`src/rtl/pttb_pkg.sv`:
```
// Package: shared types, command codes and constants for the per-target backoff table.
`default_nettype none

package pttb_pkg;

	// Field widths
	localparam int CmdW     = 3;
	localparam int IdxW     = 6;
	localparam int CountW   = 16;
	localparam int InitW    = 16;
	localparam int BackoffW = 26;
	localparam int TimeW    = 32;
	localparam int ExpW     = 4;

	// Limits
	localparam int unsigned NumTargetsDefault = 64;
	localparam logic [ExpW-1:0]     ExpCap     = 4'd10;
	localparam logic [CountW-1:0]   CountMax   = 16'hFFFF;
	localparam logic [BackoffW-1:0] BackoffMax = 26'h3FF_FFFF;

	// Configuration register indexes
	localparam logic RegInitialBackoff = 1'b0;
	localparam logic RegMaxBackoff     = 1'b1;

	// Input commands
	typedef enum logic [CmdW-1:0] {
		CMD_QUERY   = 3'd0,
		CMD_FAILURE = 3'd1,
		CMD_SUCCESS = 3'd2,
		CMD_TICK    = 3'd3,
		CMD_CLEAR   = 3'd4
	} cmd_t;

	// One stored table entry
	typedef struct packed {
		logic [CountW-1:0] failures;
		logic [TimeW-1:0]  deadline;
	} entry_t;

	// Query answer
	typedef struct packed {
		logic                skip;
		logic [CountW-1:0]   failure_count;
		logic [BackoffW-1:0] skip_remaining;
	} result_t;

	// Entry write-back request
	typedef struct packed {
		logic   wr_en;
		logic   set_valid;
		entry_t data;
	} update_t;

endpackage

`default_nettype wire

```
`src/rtl/pttb_calc.sv`:
```
// Module: per-entry update and query evaluation for one transaction.
`default_nettype none

module pttb_calc (
	input  wire                                pttb_pkg::cmd_t cmd,
	input  wire logic                          idx_ok,
	input  wire logic                          entry_valid,
	input  wire pttb_pkg::entry_t              entry,
	input  wire logic [pttb_pkg::InitW-1:0]    initial_backoff,
	input  wire logic [pttb_pkg::BackoffW-1:0] max_backoff,
	input  wire logic [pttb_pkg::TimeW-1:0]    now_seconds,
	output pttb_pkg::result_t                  result,
	output pttb_pkg::update_t                  update
);

	logic [pttb_pkg::CountW-1:0]   cur_cnt;
	logic [pttb_pkg::TimeW-1:0]    cur_deadline;
	logic [pttb_pkg::CountW-1:0]   new_cnt;
	logic [pttb_pkg::CountW-1:0]   cnt_m1;
	logic [pttb_pkg::ExpW-1:0]     exp_sel;
	logic [pttb_pkg::BackoffW-1:0] shifted;
	logic [pttb_pkg::BackoffW-1:0] backoff;
	logic [pttb_pkg::TimeW-1:0]    diff;
	logic                          tracking;

	// Treat an empty entry as count zero, deadline zero
	assign cur_cnt      = entry_valid ? entry.failures : '0;
	assign cur_deadline = entry_valid ? entry.deadline : '0;
	assign tracking     = (initial_backoff != '0);

	// Saturating count and capped exponential interval
	assign new_cnt = (cur_cnt == pttb_pkg::CountMax) ? cur_cnt
		: cur_cnt + pttb_pkg::CountW'(1);
	assign cnt_m1  = new_cnt - pttb_pkg::CountW'(1);
	assign exp_sel = (cnt_m1 > pttb_pkg::CountW'(pttb_pkg::ExpCap)) ? pttb_pkg::ExpCap
		: cnt_m1[pttb_pkg::ExpW-1:0];
	assign shifted = pttb_pkg::BackoffW'(initial_backoff) << exp_sel;
	assign backoff = (shifted > max_backoff) ? max_backoff : shifted;

	// Modular distance to the deadline
	assign diff = cur_deadline - now_seconds;

	// Answer a query
	always_comb begin
		result = '0;
		if (idx_ok && entry_valid) begin
			result.failure_count = cur_cnt;
			if (tracking && cur_cnt != '0 && diff != '0 && !diff[pttb_pkg::TimeW-1]) begin
				result.skip           = 1'b1;
				result.skip_remaining = (diff[pttb_pkg::TimeW-1:pttb_pkg::BackoffW] != '0)
					? pttb_pkg::BackoffMax : diff[pttb_pkg::BackoffW-1:0];
			end
		end
	end

	// Build the write-back for failure and success
	always_comb begin
		update = '0;
		case (cmd)
			pttb_pkg::CMD_FAILURE: begin
				if (idx_ok && tracking) begin
					update.wr_en         = 1'b1;
					update.set_valid     = 1'b1;
					update.data.failures = new_cnt;
					update.data.deadline = now_seconds + pttb_pkg::TimeW'(backoff);
				end
			end
			pttb_pkg::CMD_SUCCESS: begin
				if (idx_ok && entry_valid && cur_cnt != '0) begin
					update.wr_en = 1'b1;
				end
			end
			default: begin
				update = '0;
			end
		endcase
	end

endmodule

`default_nettype wire

```
`src/rtl/per_target_backoff_table.sv`:
```
// Per-target capped exponential backoff table: keeps a failure count and a
// skip deadline for each target and answers skip queries against a seconds count.
//
// Channels: the input channel carries cmd and target_index under in_valid /
// in_stall; the output channel carries skip, failure_count and skip_remaining
// under out_valid / out_stall. Only a query produces an output transaction;
// failure, success, tick, clear and unknown commands produce none.
// Throughput: one input transaction per cycle while in_stall is low. The entry table is a memory
// with a registered read issued at accept; a write from the item in stage 1
// to the entry just read is forwarded, so back-to-back items on the same
// target need no bubble.
// Path: an accepted query goes through stage 1, then the output register.
// Stall: the output register holds its transaction while out_stall is high;
// a query waiting behind it stalls stage 1, which raises in_stall. Other
// commands keep flowing while the output waits.
// Reset: all entries read as empty through per-entry valid bits, the seconds
// count is zero, initial_backoff is zero (tracking off) and max_backoff is at
// its full value; no clearing pass is needed. A clear command drops every
// entry. The user must see that configuration through the APB port is written
// only while no transaction is in flight; the block does not enforce this.
`default_nettype none

module per_target_backoff_table #(
	parameter int unsigned NUM_TARGETS = pttb_pkg::NumTargetsDefault
) (
	input  wire logic                          clk,
	input  wire logic                          arst_n,
	// APB configuration port
	input  wire logic                          psel,
	input  wire logic                          penable,
	input  wire logic                          pwrite,
	input  wire logic [2:0]                    paddr,
	input  wire logic [31:0]                   pwdata,
	output logic [31:0]                        prdata,
	output logic                               pready,
	// Input channel
	input  wire logic                          in_valid,
	output logic                               in_stall,
	input  wire logic [pttb_pkg::CmdW-1:0]     cmd,
	input  wire logic [pttb_pkg::IdxW-1:0]     target_index,
	// Output channel
	output logic                               out_valid,
	input  wire logic                          out_stall,
	output logic                               skip,
	output logic [pttb_pkg::CountW-1:0]        failure_count,
	output logic [pttb_pkg::BackoffW-1:0]      skip_remaining
);

	// Only indexes reachable through target_index need storage
	localparam int unsigned IdxSpan    = 1 << pttb_pkg::IdxW;
	localparam int unsigned TableDepth = (NUM_TARGETS < IdxSpan) ? NUM_TARGETS : IdxSpan;
	localparam int unsigned AddrW      = (TableDepth > 1) ? $clog2(TableDepth) : 1;

	// Configuration registers
	logic [pttb_pkg::InitW-1:0]    initial_backoff_q;
	logic [pttb_pkg::BackoffW-1:0] max_backoff_q;
	logic                          cfg_wr;

	// Table storage
	pttb_pkg::entry_t              mem [TableDepth];
	logic [TableDepth-1:0]         valid_q;
	logic [pttb_pkg::TimeW-1:0]    now_q;

	// Stage 1
	logic                          valid_s1;
	logic [pttb_pkg::CmdW-1:0]     cmd_s1;
	logic [pttb_pkg::IdxW-1:0]     idx_s1;
	pttb_pkg::entry_t              rd_s1;
	logic                          byp_s1;
	pttb_pkg::entry_t              byp_data_s1;

	// Output register
	logic                          out_valid_q;
	pttb_pkg::result_t             out_q;

	logic                          in_acc;
	logic                          adv;
	logic                          is_query;
	logic                          idx_ok;
	logic                          entry_valid;
	logic [AddrW-1:0]              addr_s1;
	logic [AddrW-1:0]              rd_addr;
	pttb_pkg::cmd_t                cmd_e;
	pttb_pkg::entry_t              entry;
	pttb_pkg::result_t             result;
	pttb_pkg::update_t             update;
	logic                          wr_commit;

	// APB: always ready, decode by word address
	assign pready = 1'b1;
	assign cfg_wr = psel && penable && pwrite && pready;

	always_comb begin
		if (paddr[2] == pttb_pkg::RegMaxBackoff) begin
			prdata = 32'(max_backoff_q);
		end else begin
			prdata = 32'(initial_backoff_q);
		end
	end

	always_ff @(posedge clk or negedge arst_n) begin
		if (!arst_n) begin
			initial_backoff_q <= '0;
			max_backoff_q     <= pttb_pkg::BackoffMax;
		end else if (cfg_wr) begin
			if (paddr[2] == pttb_pkg::RegInitialBackoff) begin
				initial_backoff_q <= pwdata[pttb_pkg::InitW-1:0];
			end else begin
				max_backoff_q <= pwdata[pttb_pkg::BackoffW-1:0];
			end
		end
	end

	// Decode stage 1
	assign cmd_e       = pttb_pkg::cmd_t'(cmd_s1);
	assign is_query    = (cmd_e == pttb_pkg::CMD_QUERY);
	assign idx_ok      = (32'(idx_s1) < 32'(NUM_TARGETS));
	assign addr_s1     = idx_s1[AddrW-1:0];
	assign entry_valid = idx_ok && valid_q[addr_s1];
	assign entry       = byp_s1 ? byp_data_s1 : rd_s1;

	// Advance stage 1 unless a query is blocked by a held output
	assign adv       = valid_s1 && !(is_query && out_valid_q && out_stall);
	assign in_stall  = valid_s1 && !adv;
	assign in_acc    = in_valid && !in_stall;
	assign wr_commit = adv && update.wr_en;
	assign rd_addr   = target_index[AddrW-1:0];

	pttb_calc u_calc (
		.cmd             (cmd_e),
		.idx_ok          (idx_ok),
		.entry_valid     (entry_valid),
		.entry           (entry),
		.initial_backoff (initial_backoff_q),
		.max_backoff     (max_backoff_q),
		.now_seconds     (now_q),
		.result          (result),
		.update          (update)
	);

	// Entry memory: write back from stage 1, read at accept
	always_ff @(posedge clk) begin
		if (wr_commit) begin
			mem[addr_s1] <= update.data;
		end
		if (in_acc) begin
			rd_s1 <= mem[rd_addr];
		end
	end

	// Forward a same-entry write to the transaction being accepted
	always_ff @(posedge clk) begin
		if (in_acc) begin
			byp_data_s1 <= update.data;
		end
	end

	// Stage 1 control and payload
	always_ff @(posedge clk or negedge arst_n) begin
		if (!arst_n) begin
			valid_s1 <= 1'b0;
			byp_s1   <= 1'b0;
			cmd_s1   <= '0;
			idx_s1   <= '0;
		end else begin
			if (in_acc) begin
				valid_s1 <= 1'b1;
				cmd_s1   <= cmd;
				idx_s1   <= target_index;
				byp_s1   <= wr_commit && (addr_s1 == rd_addr);
			end else if (adv) begin
				valid_s1 <= 1'b0;
			end
		end
	end

	// Valid bits and seconds count
	always_ff @(posedge clk or negedge arst_n) begin
		if (!arst_n) begin
			valid_q <= '0;
			now_q   <= '0;
		end else if (adv) begin
			case (cmd_e)
				pttb_pkg::CMD_TICK: begin
					now_q <= now_q + pttb_pkg::TimeW'(1);
				end
				pttb_pkg::CMD_CLEAR: begin
					valid_q <= '0;
				end
				pttb_pkg::CMD_FAILURE: begin
					if (update.set_valid) begin
						valid_q[addr_s1] <= 1'b1;
					end
				end
				default: begin
					valid_q <= valid_q;
				end
			endcase
		end
	end

	// Output register: load on an advancing query, drop when taken
	always_ff @(posedge clk or negedge arst_n) begin
		if (!arst_n) begin
			out_valid_q <= 1'b0;
		end else if (adv && is_query) begin
			out_valid_q <= 1'b1;
		end else if (!out_stall) begin
			out_valid_q <= 1'b0;
		end
	end

	always_ff @(posedge clk) begin
		if (adv && is_query) begin
			out_q <= result;
		end
	end

	assign out_valid      = out_valid_q;
	assign skip           = out_q.skip;
	assign failure_count  = out_q.failure_count;
	assign skip_remaining = out_q.skip_remaining;

endmodule

`default_nettype wire
```
`config.mk`:
```
export PLATFORM = sky130hd
export DESIGN_NAME = per_target_backoff_table
export DESIGN_NICKNAME = d
export VERILOG_FILES = /design/src/rtl/pttb_pkg.sv /design/src/rtl/pttb_calc.sv /design/src/rtl/per_target_backoff_table.sv
export SDC_FILE = /design/constraint.sdc
export NUM_CORES = 2
export LEC_CHECK = 0
export BUFFER_PORTS_ARGS = -buffer_cell sky130_fd_sc_hd__buf_2
export CAP_MARGIN = 20
export CORE_UTILIZATION = 40
export DETAILED_ROUTE_END_ITERATION = 16
export GPL_TIMING_DRIVEN = 0
export PLACE_DENSITY = 0.65
export SLEW_MARGIN = 20
export SYNTH_ARGS = -nofsm -noshare
export SYNTH_HDL_FRONTEND = slang
export SYNTH_SLANG_ARGS = --single-unit
```
`constraint.sdc`:
```
create_clock -name clk -period 21.3 [get_ports clk]
set_input_delay 3.195 -clock clk [delete_from_list [all_inputs] [get_ports clk]]
set_output_delay 3.195 -clock clk [all_outputs]
set_load 0.02 [all_outputs]
```
==> out/metrics.cfg <==
[min_path]
min_path_type = reg -> reg
min-delay-start = valid_q[22]
min_path_cells = 2
holdPathEnd = valid_q[22]

[clock_network]
htreeDepth = 5
hold_buffers = 0
cts_sinks = 3361
cts_resized = 0
post_cts_buffers = 0
clockBufferDepth = 4
clock_latency_ns = 0.96
cts_tree = done
cts_buffers = 344
clk_pin_slew_ns = 0.06
cts_root_buf = clkbuf_16

[yosys]
yosysWarnings = 0
synthSimpleGateAreaFrac_pct = 2.68
syn_area_per_cell_um2 = 21.1
synth_seq_cells = 3361
synth_adder_area_share_pct = 0.908
ys_seq_area_share_pct = 74.0
synth_edf_count = 3211
syn-cell-area_um2 = 135000
synth-xor-area-share_pct = 0.544
syn_inst = 6407
synth_top_family_by_area = multiplexers
synthMuxAreaShare_pct = 18.1
yosysUniqueCellTypes = 99
synth_compound_area_share_pct = 2.47
async_flop_share_pct = 4.46
ys.flop_type = edfxtp_1

[layout]
regArea_um2 = 100000
fill_cells = 27059
nNetsFinal = 7280
drive_gt1_share_pct = 30.1
fin_cells = 11928
multi_input_area_um2 = 34300
area_delta_synth_final_pct = 17.8

[sta]
min_period_ns = 17.27
period_share_pct = 81.1
fin_worst_skew_ns = 0.104
maxSlewHeadroom_pct = 19.0
finalMaxSlewViolations = 0
finalHoldViolCount = 0
setup_ws_ns = 4.03
finalSetupViolations = 0
timing.hold.ws_ns = 0.491
tightest_slew_ns = 1.21
grt_setup_unrepaired = no
fmax_ghz = 0.0579

[global_routing]
grt_pass1_wl_um = 522000
grt_pass1_vias = 69748
grt_max_degree = 98
antenna_found_initial = 37
grt-ovfl-total = 0
track_usage_pct = 21.5

[critical_path]
cp_max_fo = 32
cp_num_buf_inv = 11
crit_type = reg -> reg
crit_path_start_kind = register
timing.rr.end = mem[40][26]
end_kind = register
r2r_setup_slack_ns = 4.03
crit-reg2reg-launch = addr_s1[4]
slowest_delay_ns = 0.68
cp_slowest_cell = buf_1
crit_required_ns = 22.05
crit_family = compound AO/OA/AOI/OAI gates
arrival_ns = 18.02
rr_worst_depth = 59
cp_common_cell = o21a_1

[floorplanning]
dieArea_um2 = 341000
design.core.area_um2 = 337000
fp.dieH_um = 584
fp.dieW_um = 584
start_util_pct = 40.2
rows = 213
top_level_ports = 129

[placement]
hpwl_um = 259000
io_buffers = 107
place_ws_ns = 4.13
dp.cells = 11294
gp_congestion = 0.876

[routing]
ant_nets = 0
vias = 69748
first_pass_iters = 6
wl_per_cell_um = 30.8
drc = 0
drt_wl_total_um = 368000
drt-initial-drc-count = 8951
vias_per_cell = 5.85

[pwr]
leakagePower_nw = 48.9
vdd_drop_max_mv = 0.0713
powerDensity_nw_per_um2 = 95.6

[flow_run]
drv_cap = 0

[status]
status = completed

## cells in the mapped netlist, types with 26 or more instances
cell type     n  share of area (%)
a21o_1       38               0.21
a41oi_1      26               0.17
nand3_1      54               0.20
mux2_2       83               0.69
o21ai_0      62               0.23
inv_1        85               0.24
edfxtp_1   3211                 71
nor2_1      310               0.86
dfstp_2      26               0.50
dfrtp_1     124                2.3
nor3_1       39               0.14
nand2_1     174               0.48
mux4_2     1006                 17
clkbuf_1    226               0.63
ha_1         95               0.88
buf_1        82               0.23
mux2i_1      76               0.56
a21oi_1     146               0.54
xnor2_1      63               0.41
## cell usage in the layout (no fill, tap or decap), types with 83 or more instances in the layout
master / instances
a21oi_1: 141
buf_16: 100
inv_1: 85
mux2_2: 83
nor2_1: 212
ha_1: 95
buf_12: 142
nand2_1: 171
nor2_4: 98
clkinv_1: 84
clkbuf_1: 252
edfxtp_1: 3211
buf_2: 144
dfrtp_1: 124
clkbuf_16: 349
mux4_2: 1006
## kinds of logic after synthesis
logic type               Yosys count
adder cells (fa/ha/maj)           97
flip-flops                      3361
multiplexers                    1172
AND/OR/NAND/NOR                  770
AO/OA/AOI/OAI                    488
other                              2
XOR/XNOR                          84
buffers and inverters            433
## tightest hold or removal path, stage by stage (launching register included)
cell and delay (ns):
dfrtp_1 0.34, a21oi_1 0.04, nor2_1 0.07
## registers in the layout, summed over array words and instances, names as in the netlist, 6 cells and up
signal             count
mem                 3072
now_q                 32
max_backoff_q         26
addr_s1                6
byp_data_s1           48
skip_remaining        26
rd_s1                 48
valid_q               64
failure_count         16
initial_backoff_q     16
## per-stage QoR
step	instance area (µm²)	utilization (%)	total power, mW	setup TNS [ns]
2_1_floorplan	135000	-	8.70	0
3_3_place_gp	142000	42.1	9.30	-31.51
3_5_place_dp	148000	44.0	9.40	0
4_1_cts	159000	47.3	15.3	0
5_1_grt	159000	47.4	15.7	0
6_report	159000	47.4	15.2	0
## how the worst max path moves through the flow
stage               start         endpoint  slack, ns  cells after the start
2_1_floorplan  addr_s1[0]  byp_data_s1[22]       6.55                     61
3_3_place_gp   addr_s1[1]      mem[58][22]      -0.50                     55
3_5_place_dp   addr_s1[5]      mem[59][26]       4.13                     59
4_1_cts        addr_s1[4]      mem[42][26]       4.10                     59
5_1_grt        addr_s1[4]      mem[40][26]       3.28                     62
6_report       addr_s1[4]      mem[40][26]       4.03                     59
## layout make-up
type                    count  share of cell area (%)
well taps                4515                    3.54
inverters                  88                   0.210
repair buffers            374                    4.03
plain buffers             345                   0.937
diodes                      7                  0.0110
clock inverters           200                    1.29
clock buffers             420                    5.67
flip-flops and latches   3361                    62.8
multi-input cells        2618                    21.5
## layer usage
| layer | global-route usage, % | vias up | wire length, µm | part of all wire, % |
|---|---|---|---|---|
| li1 | - | 28331 | - | - |
| met5 | 0 | - | 61 | 0.017 |
| met2 | 35.3 | 3496 | 179000 | 49 |
| met3 | 4.18 | 561 | 34400 | 9.3 |
| met1 | 29.5 | 37350 | 145000 | 39 |
| met4 | 5.43 | 10 | 9270 | 2.5 |
## where the power goes
group	internal, mW	switching [mW]	leakage (nW)
clock	3.41	2.54	5.39
combinational	0.637	1.19	14.2
sequential	7.41	0.0534	29.3
total	11.5	3.79	48.9
No activity file was read; power rests on OpenSTA's default activity.
